<file path="src/rtl/nmea_ll_pkg.sv">
// Shared constants, defaults and helper functions for the NMEA lat/lon extractor.
package nmea_ll_pkg;

  // Default parameter values
  localparam int FIELD_CAPACITY_DEF  = 32;
  localparam int FRACTION_DIGITS_DEF = 6;
  localparam int INTEGER_DIGITS_DEF  = 5;

  // Output value width (1e-8 degree units, two's complement)
  localparam int OUT_W = 38;

  // Config register file
  localparam int CFG_W = 5;
  localparam logic REG_LAT_LEN = 1'b0;
  localparam logic REG_LON_LEN = 1'b1;
  localparam logic [CFG_W-1:0] LAT_LEN_RST = 5'd11;
  localparam logic [CFG_W-1:0] LON_LEN_RST = 5'd12;

  // Register stages in the degree conversion pipe
  localparam int CONV_STAGES = 8;

  // ASCII codes
  localparam logic [7:0] CH_COMMA = 8'h2C;
  localparam logic [7:0] CH_LF    = 8'h0A;
  localparam logic [7:0] CH_DOT   = 8'h2E;
  localparam logic [7:0] CH_ZERO  = 8'h30;
  localparam logic [7:0] CH_NINE  = 8'h39;
  localparam logic [7:0] CH_N     = 8'h4E;
  localparam logic [7:0] CH_S     = 8'h53;
  localparam logic [7:0] CH_E     = 8'h45;
  localparam logic [7:0] CH_W     = 8'h57;

  function automatic longint pow10(input int n);
    longint r;
    r = 1;
    for (int i = 0; i < 18; i++) begin
      if (i < n) r = r * 10;
    end
    return r;
  endfunction

  // Bits needed for a decimal value of n digits
  function automatic int dec_w(input int n);
    return $clog2(pow10(n));
  endfunction

endpackage

</file>
<file path="src/rtl/nmea_ll_conv.sv">
// Pipelined conversion of a dddmm.ffff field into signed 1e-8 degree units.
module nmea_ll_conv #(
  parameter int INTEGER_DIGITS  = nmea_ll_pkg::INTEGER_DIGITS_DEF,
  parameter int FRACTION_DIGITS = nmea_ll_pkg::FRACTION_DIGITS_DEF
) (
  input  logic                                                clk_i,
  input  logic [nmea_ll_pkg::CONV_STAGES-1:0]                 adv_i,
  input  logic [nmea_ll_pkg::dec_w(INTEGER_DIGITS)-1:0]       int_i,
  input  logic [nmea_ll_pkg::dec_w(FRACTION_DIGITS)-1:0]      frac_i,
  input  logic                                                neg_i,
  output logic [nmea_ll_pkg::OUT_W-1:0]                       value_o
);
  import nmea_ll_pkg::*;

  localparam int     IntW  = dec_w(INTEGER_DIGITS);
  localparam int     FracW = dec_w(FRACTION_DIGITS);
  // divide by 100: reciprocal multiply, estimate is low by at most one
  localparam int     K1    = IntW + 7;
  localparam longint M100  = (longint'(1) << K1) / 100;
  localparam int     M100W = K1 - 6;
  localparam int     P1W   = IntW + M100W;
  localparam int     DegW  = IntW - 6;
  localparam int     RemW  = 8;
  localparam longint P10F  = pow10(FRACTION_DIGITS);
  localparam longint P10S  = pow10(8 - FRACTION_DIGITS);
  localparam int     MW    = $clog2(100 * P10F);
  localparam int     YW    = $clog2(100 * P10F * P10S + 30);
  localparam int     ZW    = YW - 2;
  // divide by 15: same trick
  localparam longint M15   = (longint'(1) << ZW) / 15;
  localparam int     QW    = ZW - 3;
  localparam int     P2W   = ZW + QW;
  localparam longint E8    = 100000000;
  localparam int     VW    = DegW + 28;

  // stage 0: captured field
  logic [IntW-1:0]  int0_q, int1_q;
  logic [FracW-1:0] frac0_q, frac1_q, frac2_q;
  logic             neg0_q, neg1_q, neg2_q, neg3_q, neg4_q, neg5_q, neg6_q;
  logic [DegW-1:0]  qe1_q, deg2_q, deg3_q, deg4_q, deg5_q, deg6_q;
  logic [RemW-1:0]  rem2_q;
  logic [MW-1:0]    m3_q;
  logic [ZW-1:0]    z4_q, z5_q;
  logic [QW-1:0]    qe5_q, q6_q;
  logic [OUT_W-1:0] out7_q;

  logic [P1W-1:0]   prod1;
  logic [IntW-1:0]  r2;
  logic [DegW-1:0]  deg2_d;
  logic [RemW-1:0]  rem2_d;
  logic [MW-1:0]    m3_d;
  logic [YW-1:0]    y4;
  logic [P2W-1:0]   prod5;
  logic [ZW-1:0]    r6;
  logic [QW-1:0]    q6_d;
  logic [VW-1:0]    mag7;
  logic [63:0]      sval7;

  always_comb begin
    prod1 = P1W'(int0_q) * P1W'(M100);

    r2 = int1_q - IntW'(IntW'(qe1_q) * IntW'(100));
    if (r2 >= IntW'(100)) begin
      deg2_d = qe1_q + DegW'(1);
      rem2_d = RemW'(r2 - IntW'(100));
    end else begin
      deg2_d = qe1_q;
      rem2_d = RemW'(r2);
    end

    m3_d = MW'(rem2_q) * MW'(P10F) + MW'(frac2_q);

    y4 = YW'(m3_q) * YW'(P10S) + YW'(30);

    prod5 = P2W'(z4_q) * P2W'(M15);

    r6 = z5_q - ZW'(ZW'(qe5_q) * ZW'(15));
    q6_d = (r6 >= ZW'(15)) ? qe5_q + QW'(1) : qe5_q;

    mag7  = VW'(deg6_q) * VW'(E8) + VW'(q6_q);
    sval7 = neg6_q ? 64'(0) - 64'(mag7) : 64'(mag7);
  end

  always_ff @(posedge clk_i) begin
    if (adv_i[0]) begin
      int0_q  <= int_i;
      frac0_q <= frac_i;
      neg0_q  <= neg_i;
    end
    if (adv_i[1]) begin
      int1_q  <= int0_q;
      frac1_q <= frac0_q;
      neg1_q  <= neg0_q;
      qe1_q   <= prod1[P1W-1:K1];
    end
    if (adv_i[2]) begin
      deg2_q  <= deg2_d;
      rem2_q  <= rem2_d;
      frac2_q <= frac1_q;
      neg2_q  <= neg1_q;
    end
    if (adv_i[3]) begin
      m3_q   <= m3_d;
      deg3_q <= deg2_q;
      neg3_q <= neg2_q;
    end
    if (adv_i[4]) begin
      z4_q   <= y4[YW-1:2];
      deg4_q <= deg3_q;
      neg4_q <= neg3_q;
    end
    if (adv_i[5]) begin
      qe5_q  <= prod5[P2W-1:ZW];
      z5_q   <= z4_q;
      deg5_q <= deg4_q;
      neg5_q <= neg4_q;
    end
    if (adv_i[6]) begin
      q6_q   <= q6_d;
      deg6_q <= deg5_q;
      neg6_q <= neg5_q;
    end
    if (adv_i[7]) begin
      out7_q <= sval7[OUT_W-1:0];
    end
  end

  assign value_o = out7_q;

endmodule

</file>
<file path="src/rtl/nmea_lat_lon_extractor_top.sv">
// Top level: NMEA byte parser, lat/lon latch and result stream.
// Throughput: one text byte per cycle, sustained while the result side keeps up.
// The result beat shows on m_axis once the end-of-buffer byte has passed through
//   the 8-stage degree conversion pipe.
// The input may stall only while all 8 conversion stages hold results not yet taken.
// Reset (rst_ni low, async): parse state and latches clear, field lengths return
//   to 11 (latitude) and 12 (longitude), pipe empties.
module nmea_lat_lon_extractor_top #(
  parameter int FIELD_CAPACITY  = nmea_ll_pkg::FIELD_CAPACITY_DEF,
  parameter int FRACTION_DIGITS = nmea_ll_pkg::FRACTION_DIGITS_DEF,
  parameter int INTEGER_DIGITS  = nmea_ll_pkg::INTEGER_DIGITS_DEF
) (
  input  logic                          clk_i,
  input  logic                          rst_ni,
  // config write port
  input  logic                          cfg_we_i,
  input  logic                          cfg_index_i,
  input  logic [nmea_ll_pkg::CFG_W-1:0] cfg_wdata_i,
  // text byte stream
  input  logic                          s_axis_tvalid,
  output logic                          s_axis_tready,
  input  logic [7:0]                    s_axis_tdata,   // [7:0] text_byte
  input  logic                          s_axis_tlast,   // end_of_buffer
  // result stream
  output logic                          m_axis_tvalid,
  input  logic                          m_axis_tready,
  output logic [79:0]                   m_axis_tdata,   // [37:0] latitude,
                                                        // [75:38] longitude, [79:76] 0
  output logic                          m_axis_tuser    // fix_found
);
  import nmea_ll_pkg::*;

  localparam int LenW = $clog2(FIELD_CAPACITY);
  localparam int CmpW = (LenW > CFG_W) ? LenW : CFG_W;
  localparam int IntW = dec_w(INTEGER_DIGITS);
  localparam int FracW = dec_w(FRACTION_DIGITS);
  localparam int CntW = $clog2(FRACTION_DIGITS + 1);
  localparam int NS = CONV_STAGES;
  localparam logic [IntW-1:0] IMAX = IntW'(pow10(INTEGER_DIGITS) - 1);

  // field parse modes
  localparam logic [1:0] MODE_INT  = 2'd0;
  localparam logic [1:0] MODE_FRAC = 2'd1;
  localparam logic [1:0] MODE_STOP = 2'd2;

  // config
  logic [CFG_W-1:0] lat_len_q, lon_len_q;

  // current and previous field
  logic [LenW-1:0]  cur_len_q, cur_len_d, prev_len_q, prev_len_d;
  logic             cur_fd_q, cur_fd_d, prev_fd_q, prev_fd_d;
  logic [IntW-1:0]  cur_int_q, cur_int_d, prev_int_q, prev_int_d;
  logic [FracW-1:0] cur_frac_q, cur_frac_d, prev_frac_q, prev_frac_d;
  logic [CntW-1:0]  cur_cnt_q, cur_cnt_d;
  logic [1:0]       mode_q, mode_d;

  // latched raw fields
  logic             lat_latched_q, lat_latched_d, lon_latched_q, lon_latched_d;
  logic [IntW-1:0]  lat_int_q, lat_int_d, lon_int_q, lon_int_d;
  logic [FracW-1:0] lat_frac_q, lat_frac_d, lon_frac_q, lon_frac_d;
  logic             lat_neg_q, lat_neg_d, lon_neg_q, lon_neg_d;

  // conversion pipe control
  logic [NS-1:0]    v_q;
  logic [NS:0]      rdy;
  logic [NS-1:0]    fix_q;

  logic             in_acc, in_last, fix_now;
  logic             is_digit;
  logic [3:0]       dig;
  logic [IntW+3:0]  int_t;
  logic [FracW+3:0] frac_t;
  logic [FracW-1:0] scale;
  logic [2*FracW-1:0] scaled;
  logic [OUT_W-1:0] lat_val, lon_val;

  assign in_acc  = s_axis_tvalid && s_axis_tready;
  assign in_last = in_acc && s_axis_tlast;

  assign is_digit = (s_axis_tdata >= CH_ZERO) && (s_axis_tdata <= CH_NINE);
  assign dig      = s_axis_tdata[3:0];

  // ---------------------------------------------------------------- parser
  always_comb begin
    cur_len_d     = cur_len_q;
    cur_fd_d      = cur_fd_q;
    cur_int_d     = cur_int_q;
    cur_frac_d    = cur_frac_q;
    cur_cnt_d     = cur_cnt_q;
    mode_d        = mode_q;
    prev_len_d    = prev_len_q;
    prev_fd_d     = prev_fd_q;
    prev_int_d    = prev_int_q;
    prev_frac_d   = prev_frac_q;
    lat_latched_d = lat_latched_q;
    lon_latched_d = lon_latched_q;
    lat_int_d     = lat_int_q;
    lat_frac_d    = lat_frac_q;
    lat_neg_d     = lat_neg_q;
    lon_int_d     = lon_int_q;
    lon_frac_d    = lon_frac_q;
    lon_neg_d     = lon_neg_q;

    int_t  = (IntW+4)'(cur_int_q) * (IntW+4)'(10) + (IntW+4)'(dig);
    frac_t = (FracW+4)'(cur_frac_q) * (FracW+4)'(10) + (FracW+4)'(dig);
    // left-align the fraction to FRACTION_DIGITS digits
    scale  = FracW'(pow10(FRACTION_DIGITS - int'(cur_cnt_q)));
    scaled = (2*FracW)'(cur_frac_q) * (2*FracW)'(scale);

    if (in_acc) begin
      if (s_axis_tdata == CH_COMMA || s_axis_tdata == CH_LF) begin
        prev_len_d  = cur_len_q;
        prev_fd_d   = cur_fd_q;
        prev_int_d  = cur_int_q;
        prev_frac_d = scaled[FracW-1:0];
        cur_len_d   = '0;
        cur_fd_d    = 1'b0;
        cur_int_d   = '0;
        cur_frac_d  = '0;
        cur_cnt_d   = '0;
        mode_d      = MODE_INT;
      end else if (cur_len_q < LenW'(FIELD_CAPACITY - 1)) begin
        if (cur_len_q == '0) cur_fd_d = is_digit;
        cur_len_d = cur_len_q + LenW'(1);
        unique case (mode_q)
          MODE_INT: begin
            if (is_digit) begin
              cur_int_d = (int_t > (IntW+4)'(IMAX)) ? IMAX : int_t[IntW-1:0];
            end else if (s_axis_tdata == CH_DOT) begin
              mode_d = MODE_FRAC;
            end else begin
              mode_d = MODE_STOP;
            end
          end
          MODE_FRAC: begin
            if (is_digit) begin
              // digits past the fraction width are dropped
              if (cur_cnt_q < CntW'(FRACTION_DIGITS)) begin
                cur_frac_d = frac_t[FracW-1:0];
                cur_cnt_d  = cur_cnt_q + CntW'(1);
              end
            end else begin
              mode_d = MODE_STOP;
            end
          end
          default: ;
        endcase
      end

      // hemisphere letter checks the field just closed
      if ((s_axis_tdata == CH_N || s_axis_tdata == CH_S) && !lat_latched_q) begin
        if (CmpW'(prev_len_q) == CmpW'(lat_len_q) && prev_fd_q) begin
          lat_int_d     = prev_int_q;
          lat_frac_d    = prev_frac_q;
          lat_neg_d     = (s_axis_tdata == CH_S);
          lat_latched_d = 1'b1;
        end
      end else if ((s_axis_tdata == CH_E || s_axis_tdata == CH_W) && !lon_latched_q) begin
        if (CmpW'(prev_len_q) == CmpW'(lon_len_q) && prev_fd_q) begin
          lon_int_d     = prev_int_q;
          lon_frac_d    = prev_frac_q;
          lon_neg_d     = (s_axis_tdata == CH_W);
          lon_latched_d = 1'b1;
        end
      end
    end
  end

  // fix includes a latch made by the final byte itself
  assign fix_now = lat_latched_d && lon_latched_d;

  always_ff @(posedge clk_i or negedge rst_ni) begin
    if (!rst_ni) begin
      lat_len_q     <= LAT_LEN_RST;
      lon_len_q     <= LON_LEN_RST;
      cur_len_q     <= '0;
      cur_fd_q      <= 1'b0;
      cur_int_q     <= '0;
      cur_frac_q    <= '0;
      cur_cnt_q     <= '0;
      mode_q        <= MODE_INT;
      prev_len_q    <= '0;
      prev_fd_q     <= 1'b0;
      prev_int_q    <= '0;
      prev_frac_q   <= '0;
      lat_latched_q <= 1'b0;
      lon_latched_q <= 1'b0;
    end else begin
      if (cfg_we_i) begin
        unique case (cfg_index_i)
          REG_LAT_LEN: lat_len_q <= cfg_wdata_i;
          REG_LON_LEN: lon_len_q <= cfg_wdata_i;
          default: ;
        endcase
      end
      if (in_last) begin
        // buffer done: start over
        cur_len_q     <= '0;
        cur_fd_q      <= 1'b0;
        cur_int_q     <= '0;
        cur_frac_q    <= '0;
        cur_cnt_q     <= '0;
        mode_q        <= MODE_INT;
        prev_len_q    <= '0;
        prev_fd_q     <= 1'b0;
        prev_int_q    <= '0;
        prev_frac_q   <= '0;
        lat_latched_q <= 1'b0;
        lon_latched_q <= 1'b0;
      end else begin
        cur_len_q     <= cur_len_d;
        cur_fd_q      <= cur_fd_d;
        cur_int_q     <= cur_int_d;
        cur_frac_q    <= cur_frac_d;
        cur_cnt_q     <= cur_cnt_d;
        mode_q        <= mode_d;
        prev_len_q    <= prev_len_d;
        prev_fd_q     <= prev_fd_d;
        prev_int_q    <= prev_int_d;
        prev_frac_q   <= prev_frac_d;
        lat_latched_q <= lat_latched_d;
        lon_latched_q <= lon_latched_d;
      end
    end
  end

  // raw latched fields: payload only, qualified by the latched flags
  always_ff @(posedge clk_i) begin
    lat_int_q  <= lat_int_d;
    lat_frac_q <= lat_frac_d;
    lat_neg_q  <= lat_neg_d;
    lon_int_q  <= lon_int_d;
    lon_frac_q <= lon_frac_d;
    lon_neg_q  <= lon_neg_d;
  end

  // ---------------------------------------------------------- result pipe
  // A stage loads when it is empty or its successor moves on.
  always_comb begin
    rdy[NS] = m_axis_tready;
    for (int k = NS - 1; k >= 0; k--) begin
      rdy[k] = !v_q[k] || rdy[k+1];
    end
  end

  always_ff @(posedge clk_i or negedge rst_ni) begin
    if (!rst_ni) begin
      v_q <= '0;
    end else begin
      if (rdy[0]) v_q[0] <= in_last;
      for (int k = 1; k < NS; k++) begin
        if (rdy[k]) v_q[k] <= v_q[k-1];
      end
    end
  end

  always_ff @(posedge clk_i) begin
    if (rdy[0]) fix_q[0] <= fix_now;
    for (int k = 1; k < NS; k++) begin
      if (rdy[k]) fix_q[k] <= fix_q[k-1];
    end
  end

  // no fix: feed zeros so both values come out zero
  nmea_ll_conv #(
    .INTEGER_DIGITS (INTEGER_DIGITS),
    .FRACTION_DIGITS(FRACTION_DIGITS)
  ) u_lat_conv (
    .clk_i  (clk_i),
    .adv_i  (rdy[NS-1:0]),
    .int_i  (fix_now ? lat_int_d : '0),
    .frac_i (fix_now ? lat_frac_d : '0),
    .neg_i  (fix_now && lat_neg_d),
    .value_o(lat_val)
  );

  nmea_ll_conv #(
    .INTEGER_DIGITS (INTEGER_DIGITS),
    .FRACTION_DIGITS(FRACTION_DIGITS)
  ) u_lon_conv (
    .clk_i  (clk_i),
    .adv_i  (rdy[NS-1:0]),
    .int_i  (fix_now ? lon_int_d : '0),
    .frac_i (fix_now ? lon_frac_d : '0),
    .neg_i  (fix_now && lon_neg_d),
    .value_o(lon_val)
  );

  assign s_axis_tready = rdy[0];
  assign m_axis_tvalid = v_q[NS-1];
  assign m_axis_tuser  = fix_q[NS-1];
  assign m_axis_tdata  = {4'b0, lon_val, lat_val};

  // ------------------------------------------------------------ assertions
  a_nofix_zero: assert property (@(posedge clk_i) disable iff (!rst_ni)
    m_axis_tvalid && !m_axis_tuser |-> m_axis_tdata == '0)
    else $error("result without fix carries nonzero values");

  a_last_clears: assert property (@(posedge clk_i) disable iff (!rst_ni)
    in_last |=> !lat_latched_q && !lon_latched_q && cur_len_q == '0 && prev_len_q == '0)
    else $error("parse state not cleared after end of buffer");

  a_latch_holds: assert property (@(posedge clk_i) disable iff (!rst_ni)
    lat_latched_q && !in_last |=> lat_latched_q && $stable(lat_int_q) && $stable(lat_frac_q))
    else $error("latitude latch changed inside a buffer");

  a_len_cap: assert property (@(posedge clk_i) disable iff (!rst_ni)
    cur_len_q <= LenW'(FIELD_CAPACITY - 1) && cur_cnt_q <= CntW'(FRACTION_DIGITS))
    else $error("field length or fraction count out of range");

endmodule

</file>
<file path="config.mk">
export PLATFORM = sky130hd
export DESIGN_NAME = nmea_lat_lon_extractor_top
export DESIGN_NICKNAME = d
export VERILOG_FILES = /design/src/rtl/nmea_ll_pkg.sv /design/src/rtl/nmea_ll_conv.sv /design/src/rtl/nmea_lat_lon_extractor_top.sv
export SDC_FILE = /design/constraint.sdc
export NUM_CORES = 2
export LEC_CHECK = 0
export ABC_CLOCK_PERIOD_IN_PS = 31800
export BUFFER_PORTS_ARGS = -buffer_cell sky130_fd_sc_hd__buf_2
export CORE_MARGIN = 1
export CORE_UTILIZATION = 60
export DETAILED_ROUTE_END_ITERATION = 7
export PLACE_DENSITY = 0.76
export SLEW_MARGIN = 0
export SYNTH_ARGS = -nofsm -noshare
export SYNTH_HDL_FRONTEND = slang
export SYNTH_SLANG_ARGS = --single-unit
</file>
<file path="constraint.sdc">
create_clock -name clk_i -period 31.8 [get_ports clk_i]
set_clock_uncertainty 0.15 [all_clocks]
set_input_delay 6.36 -clock clk_i [delete_from_list [all_inputs] [get_ports clk_i]]
set_output_delay 6.36 -clock clk_i [all_outputs]
set_load 0.02 [all_outputs]
</file>
# Word level (Yosys, flattened, before mapping)
# Index checks and enable logic that the tools add are counted.
[word_totals] ff_bits=919 output_inout_bits=83
[op_classes] addsub=23 multipliers=34 n_lt_le_gt_ge=27 eq_ne=12 mux=106 bitwise_logic=1 reduce_logical=50
[op_table] op="$mul A64 B4 Y63 const B" n=16
[op_table] op="$mux W64" n=16
[op_table] op="$mux W20" n=18
[op_table] op="$mux W17" n=17
[op_table] op="$mul A32 B29 Y61 const B" n=2
[op_table] op="$add A38 B29 Y38" n=2
[op_table] op="$mux W38" n=2
[op_table] op="$sub A1 B38 Y38 const A" n=2
[op_table] op="$add A34 B5 Y34 const B" n=2
[op_table] op="$mul A17 B16 Y33 const B" n=2
[op_table] op="$ge A32 B4 Y1 const B" n=2
[op_table] op="$mul A27 B5 Y32 const B" n=2
[op_table] op="$mul A29 B4 Y32 const B" n=2
[op_table] op="$mul A64 B4 Y19 const B" n=1
[op_table] op="$sub A32 B32 Y32" n=2
[op_table] op="$mul A11 B19 Y30 const B" n=2
[op_table] op="$add A29 B1 Y29 const B" n=2
[op_table] op="$mux W29" n=2
[op_table] op="$add A27 B20 Y27" n=2
[op_table] op="$mul A8 B14 Y21 const B" n=2
[op_table] op="$lt A5 B4 Y1 const A" n=8
[op_table] op="$mux W5" n=7
[op_table] op="$ge A17 B7 Y1 const B" n=2
[op_table] op="$sub A17 B17 Y17" n=2
[op_table] op="other kinds (47)" n=136

# Longest topological paths before layout
[logic_depth] word_depth=41 mapped_depth=70 mapped_depth_nobuf=66

# Cells and area by module
# Synthesis repeated with hierarchy kept, for this count alone.
[hier_totals] hier_cells=10161 hier_area_um2=104864.3
[by_module_without_submodules] module="nmea_ll_conv (u_lon_conv)" instances=1 cells_per_inst=3986 area_each_um2=42719.7 seq_area_each_um2=10870.4
[by_module_without_submodules] module="nmea_ll_conv (u_lat_conv)" instances=1 cells_per_inst=3832 area_each_um2=41801.3 seq_area_each_um2=10870.4
[by_module_without_submodules] module="nmea_lat_lon_extractor_top" instances=1 cells_per_inst=2343 area_each_um2=20343.3 seq_area_each_um2=4545.6

# Least setup slack after synthesis
# Ideal clock, no wire load.
[synth_timing] kind="input to output" from="in m_axis_tready" to="out s_axis_tready" arrival_time_ps=11162 t_required_ps=25290 slack_ps=14128 stages=6 n_path_buf=0 path_cell_list="nor2b_1 and2_1 and3_1 nand3_1 inv_1 nand3_1"
[synth_between] elab_chain_len=8
[synth_rtl] element="start, declared" line_no="nmea_lat_lon_extractor_top.sv:26" rtl="input logic m_axis_tready,"
[synth_rtl] element="$logic_or A1 B1 Y1 (6 in series)" line_no="nmea_lat_lon_extractor_top.sv:242" rtl="rdy[k] = !v_q[k] || rdy[k+1];"
[synth_rtl] element="net rdy[2]" line_no="nmea_lat_lon_extractor_top.sv:65" rtl="logic [NS:0] rdy;"
[synth_rtl] element="$logic_or A1 B1 Y1 (2 in series)" line_no="nmea_lat_lon_extractor_top.sv:242"
[synth_rtl] element="end, declared" line_no="nmea_lat_lon_extractor_top.sv:21" rtl="output logic s_axis_tready,"
# The timed path passes the listed nets, and every way through them passes these cells.

# Worst setup path after layout
[layout_timing] from="reg cur_cnt_q[1]" to="reg prev_frac_q[19]"
[layout_between] elab_chain_len=41 word_cells_on_any_way=58
[layout_rtl] element="start, declared" line_no="nmea_lat_lon_extractor_top.sv:54" rtl="logic [CntW-1:0] cur_cnt_q, cur_cnt_d;"
[layout_rtl] element="start signal, assigned" line_no="nmea_lat_lon_extractor_top.sv:215" rtl="cur_cnt_q <= cur_cnt_d;"
[layout_rtl] element="$sub A3 B3 Y4 *" line_no="nmea_lat_lon_extractor_top.sv:107" rtl="scale = FracW'(pow10(FRACTION_DIGITS - int'(cur_cnt_q)));"
[layout_rtl] element="$lt A1 B4 Y1" line_no="nmea_ll_pkg.sv:37" rtl="if (i < n) r = r * 10;"
[layout_rtl] element="$mux W4" line_no="nmea_ll_pkg.sv:37"
[layout_rtl] element="$mul A64 B4 Y63" line_no="nmea_ll_pkg.sv:37"
[layout_rtl] element="$mux W64" line_no="nmea_ll_pkg.sv:37"
[layout_rtl] element="$mul A64 B4 Y63" line_no="nmea_ll_pkg.sv:37"
[layout_rtl] element="$mux W64" line_no="nmea_ll_pkg.sv:37"
[layout_rtl] element="$mul A64 B4 Y63" line_no="nmea_ll_pkg.sv:37"
[layout_rtl] element="(+25 left out)"
[layout_rtl] element="$mul A64 B4 Y63" line_no="nmea_ll_pkg.sv:37"
[layout_rtl] element="$mux W64" line_no="nmea_ll_pkg.sv:37"
[layout_rtl] element="$mul A64 B4 Y19" line_no="nmea_ll_pkg.sv:37"
[layout_rtl] element="$mux W20 *" line_no="nmea_ll_pkg.sv:37"
[layout_rtl] element="$mul A20 B20 Y20 *" line_no="nmea_lat_lon_extractor_top.sv:108" rtl="scaled = (2*FracW)'(cur_frac_q) * (2*FracW)'(scale);"
[layout_rtl] element="$mux W20 *" line_no="nmea_lat_lon_extractor_top.sv:111" rtl="if (s_axis_tdata == CH_COMMA || s_axis_tdata == CH_LF) begin"
[layout_rtl] element="$mux W20 *" line_no="nmea_lat_lon_extractor_top.sv:110" rtl="if (in_acc) begin"
[layout_rtl] element="$mux W20 *" line_no="nmea_lat_lon_extractor_top.sv:196" rtl="if (in_last) begin"
[layout_rtl] element="end signal, assigned" line_no="nmea_lat_lon_extractor_top.sv:220" rtl="prev_frac_q <= prev_frac_d;"
[layout_rtl] element="end, declared" line_no="nmea_lat_lon_extractor_top.sv:53" rtl="logic [FracW-1:0] cur_frac_q, cur_frac_d, prev_frac_q, prev_frac_d;"
# Every way passes the cells marked *; elsewhere a longest branch is shown, timed or not. The select of a mux whose other input is x is not followed.
# A chain may end at the register's enable or synchronous reset.

==> impl_summary.txt <==
----------------------------------------------------
[Status]
  Outcome ... completed

[Logic synthesis]
  Most frequent cell after synthesis ... sky130_fd_sc_hd__ha_1
  Dominant synthesized flop cell ... sky130_fd_sc_hd__edfxtp_1
  Synthesized-area fraction occupied by xor and xnor cells ... 0.05964
  Post-synth EDFFs ... 732
  Cell area after synthesis ... 101100 um2
  Area share of the leading cell type in the synthesized netlist ... 0.2175
  Cell types occupying the most area after synthesis ... sky130_fd_sc_hd__edfxtp_1 (22%), sky130_fd_sc_hd__ha_1 (21%), sky130_fd_sc_hd__fa_1 (21%), sky130_fd_sc_hd__inv_1 (6.2%), sky130_fd_sc_hd__xnor2_1 (4.2%)
  Number of synthesis warnings ... 0
  Per-instance average area after synthesis ... 10.58 um2
  Synthesized-area fraction occupied by adder cells ... 0.4190
  Post-synthesis mux area share ... 0.007961
  Biggest area consumer among synthesized cells ... sky130_fd_sc_hd__edfxtp_1
  Fraction of the mapped netlist area in compound gates ... 0.09873
  Synth cell count leaders ... sky130_fd_sc_hd__ha_1 (1728), sky130_fd_sc_hd__inv_1 (1677), sky130_fd_sc_hd__fa_1 (1035)
  Dominant combinational cell family by area after synthesis ... adder cells
  Gate count after technology mapping ... 9549
  Area fraction in and, or, nand and nor cells after synthesis ... 0.08659
  Post-synthesis sequential element count ... 919
  Sequential fraction of the synthesis area ... 0.2601
  Number of distinct library cells after synthesis ... 106
  Async S/R FF share, synth ... 0.1208

[CTS]
  Number of sinks handled by clock tree synthesis ... 919
  Cts hold-fix bufs ... 0
  Post-CTS clock slew at the launch and capture registers of the worst setup and hold paths ... 60 ps
  Worst-Skew Late Latency ... 730 ps
  CTS tree ... yes
  # H-tree levels ... 3
  Post-CTS Resized ... 0
  Number of buffers on the longest clock path ... 3
  Buffers inserted during post-CTS setup optimization ... 0
  Total CTS buffers ... 100
  Clock root cell ... sky130_fd_sc_hd__clkbuf_16

[Floorplanning]
  Die area ... 170100 um2
  Horizontal extent of the die ... 412.4 um
  Initial core utilization ... 0.6044
  Die height ... 412.4 um
  Area of the core region ... 167200 um2
  Number of top-level design ports ... 103
  Number of placement rows ... 150

[Timing]
  Sum of negative setup slack ... 0 ps
  Count of final setup violators ... 0
  Fin. Hold Viols ... 0
  Period Utilization, post-route ... 0.5590
  Headroom to the max-slew limit ... 0.1009
  Crit path time final ... 17780 ps
  Final Max Slew Viols ... 0
  Worst Tran Pin Value ... 1346 ps
  Unrepaired setup endpoints after global routing ... no
  Highest attainable clock frequency ... 56.26 MHz
  Final setup slack of the worst path ... 14020 ps

[Hold path]
  Depth of the worst hold-timing path ... 0
  Class of the worst hold path ... reg -> reg

[Critical path]
  Critical Path Most Common Cell ... sky130_fd_sc_hd__ha_1
  Max stage delay cell, worst path ... sky130_fd_sc_hd__dfrtp_1
  Peak per-stage delay on the critical path ... 700 ps
  Required time of the worst setup path ... 32250 ps
  Critical path launch point type ... register
  Number of cells traversed by the worst register-to-register path ... 65
  Type of the worst setup path ... reg -> reg
  Peak fanout along the critical path ... 26
  Critical Path Sink Type ... register
  Data arrival time of the critical path ... 18220 ps

[Route]
  Uppermost metal layer occupied by signal nets ... met4
  WL met1 ... 96960 um
  Per-cell via count in the routed design ... 5.702
  DR iter-0 viols ... 4173
  First drt pass iteration count ... 6
  Detail Route Antenna Nets ... 0
  Final Routed Wirelength ... 219900 um
  Total via count in the routed design ... 68110
  WL/cell ... 18.41 um
  Length of routed met2 wiring ... 105300 um
  DRC violations left ... 0
  Met3 wire length ... 11410 um

[Placement]
  Count of buffers from port buffering ... 98
  Final HPWL from detailed placement ... 181200 um
  Final weighted congestion in routability-driven placement ... 0.9442
  Post-placement worst setup slack ... 14160 ps

[Layout]
  Number of nets in the layout ... 12440
  Fill cell total of the finished layout ... 12840
  Share of cells above drive strength 1 ... 0.04332
  Antenna diodes ... 0
  Area growth from synthesis to layout ... 6.337%

[Global routing]
  Number of global-route vias before repair ... 71120
  Total overflow reported by the global router ... 0
  Global-route usage over all layers ... 0.2659
  Wire length of the first global-routing pass ... 363300 um
  Maximum number of pins on one net before global-route repair ... 90
  Initial antenna violation count ... 1

[Flow run]
  # Max-Cap Violations ... 0

----------------------------------------------------
per-stage QoR:
step / instance area [um2] / utilization / instances / hold WS [ps]
after floorplan: 101100 / - / 9553 / 250.3
after global placement: 104100 / 0.6224 / 11760 / 250.2
after detailed placement: 104100 / 0.6224 / 11760 / 254.5
after CTS: 107500 / 0.6426 / 11950 / 265.1
after global routing: 107500 / 0.6426 / 11950 / 272.3
final: 107500 / 0.6426 / 11950 / 264.6
critical path: cells and delay by family (launching register included):
family | cells | cell delay, ps
adders and majority gates | 16 | 5920
and+or+nand+nor | 8 | 1740
DFF | 1 | 700
buffers and inverters | 5 | 830
AOI/OAI and AO/OA | 18 | 3910
xor gates and xnor gates | 18 | 4310
final timing paths:
check	startpoint	to	slack, ps
min	u_lon_conv.deg5_q[4]$_DFFE_PP_	u_lon_conv.deg6_q[4]$_DFFE_PP_	260
max	cur_cnt_q[1]$_DFFE_PN0P_	prev_frac_q[19]$_DFFE_PN0P_	14020
max in group asynchronous	rst_ni	v_q[5]$_DFFE_PN0P_	24610
min in group asynchronous	rst_ni	lat_len_q[4]$_DFFE_PN0P_	5470
min reg2reg	u_lon_conv.deg5_q[4]$_DFFE_PP_	u_lon_conv.deg6_q[4]$_DFFE_PP_	260
max reg2reg	cur_cnt_q[1]$_DFFE_PN0P_	prev_frac_q[19]$_DFFE_PN0P_	14020
sequential cells by signal (all words and copies together) (netlist names), 27 cells and up:
signal,cells
u_lat_conv.z5_q,32
u_lon_conv.z4_q,32
u_lat_conv.m3_q,27
u_lat_conv.q6_q,29
u_lat_conv.value_o,38
u_lat_conv.z4_q,32
u_lon_conv.z5_q,32
u_lon_conv.m3_q,27
u_lon_conv.q6_q,29
u_lat_conv.qe5_q,29
u_lon_conv.qe5_q,29
u_lon_conv.value_o,38
cell type report:
| class | instances | area (um2) | area share |
|---|---|---|---|
| repair buffers | 131 | 740.7 | 0.006893 |
| clock buffers | 129 | 2704 | 0.02516 |
| well taps | 2204 | 2758 | 0.02566 |
| multi-input cells | 6823 | 67990 | 0.6327 |
| clock inverters | 59 | 678.2 | 0.006310 |
| inverters | 1680 | 6310 | 0.05871 |
| flip-flops and latches | 919 | 26290 | 0.2446 |
cells by family after synthesis:
group / Yosys count
AO/OA/AOI/OAI: 1520
XOR/XNOR: 672
adder cells (fa/ha/maj): 2763
buffers and inverters: 1811
flip-flops: 919
multiplexers: 74
other: 1
AND/OR/NAND/NOR: 1789
cell usage in the layout (no fill, tap or decap), types with 19 or more instances in the layout:
cell and count:
sky130_fd_sc_hd__ha_1 1728, sky130_fd_sc_hd__inv_1 1674, sky130_fd_sc_hd__fa_1 1035, sky130_fd_sc_hd__edfxtp_1 732, sky130_fd_sc_hd__nand2_1 604, sky130_fd_sc_hd__xnor2_1 482, sky130_fd_sc_hd__a21oi_1 378, sky130_fd_sc_hd__nor2_1 323
sky130_fd_sc_hd__o21ai_0 310, sky130_fd_sc_hd__a21o_1 186, sky130_fd_sc_hd__xor2_1 179, sky130_fd_sc_hd__nand3_1 132, sky130_fd_sc_hd__nor3_1 113, sky130_fd_sc_hd__dfrtp_1 106, sky130_fd_sc_hd__clkbuf_16 102, sky130_fd_sc_hd__nor2b_1 101
sky130_fd_sc_hd__buf_2 97, sky130_fd_sc_hd__and2_1 96, sky130_fd_sc_hd__nand2b_1 89, sky130_fd_sc_hd__and3_1 81, sky130_fd_sc_hd__dfxtp_1 76, sky130_fd_sc_hd__o21a_1 75, sky130_fd_sc_hd__o31ai_1 69, sky130_fd_sc_hd__a31oi_1 58
sky130_fd_sc_hd__o21bai_1 53, sky130_fd_sc_hd__nand4_1 51, sky130_fd_sc_hd__mux2_2 51, sky130_fd_sc_hd__a21boi_0 46, sky130_fd_sc_hd__a211oi_1 45, sky130_fd_sc_hd__or3_1 35, sky130_fd_sc_hd__buf_4 34, sky130_fd_sc_hd__o211ai_1 33
sky130_fd_sc_hd__nor4_1 31, sky130_fd_sc_hd__nor3b_1 23, sky130_fd_sc_hd__mux2i_1 23, sky130_fd_sc_hd__clkbuf_1 22, sky130_fd_sc_hd__nand3b_1 21, sky130_fd_sc_hd__o41ai_1 19, sky130_fd_sc_hd__a2111oi_0 19, sky130_fd_sc_hd__or2_2 19
routing by layer:
layer | track usage | vias to the layer above
met5 | 0 | -
met4 | 0.07484 | 0
met3 | 0.03483 | 326
met2 | 0.4500 | 1638
met1 | 0.3579 | 33490
li1 | - | 32660
Power is not shown: default switching activity piles up to over one toggle a cycle in this logic, so the estimate is an artifact.
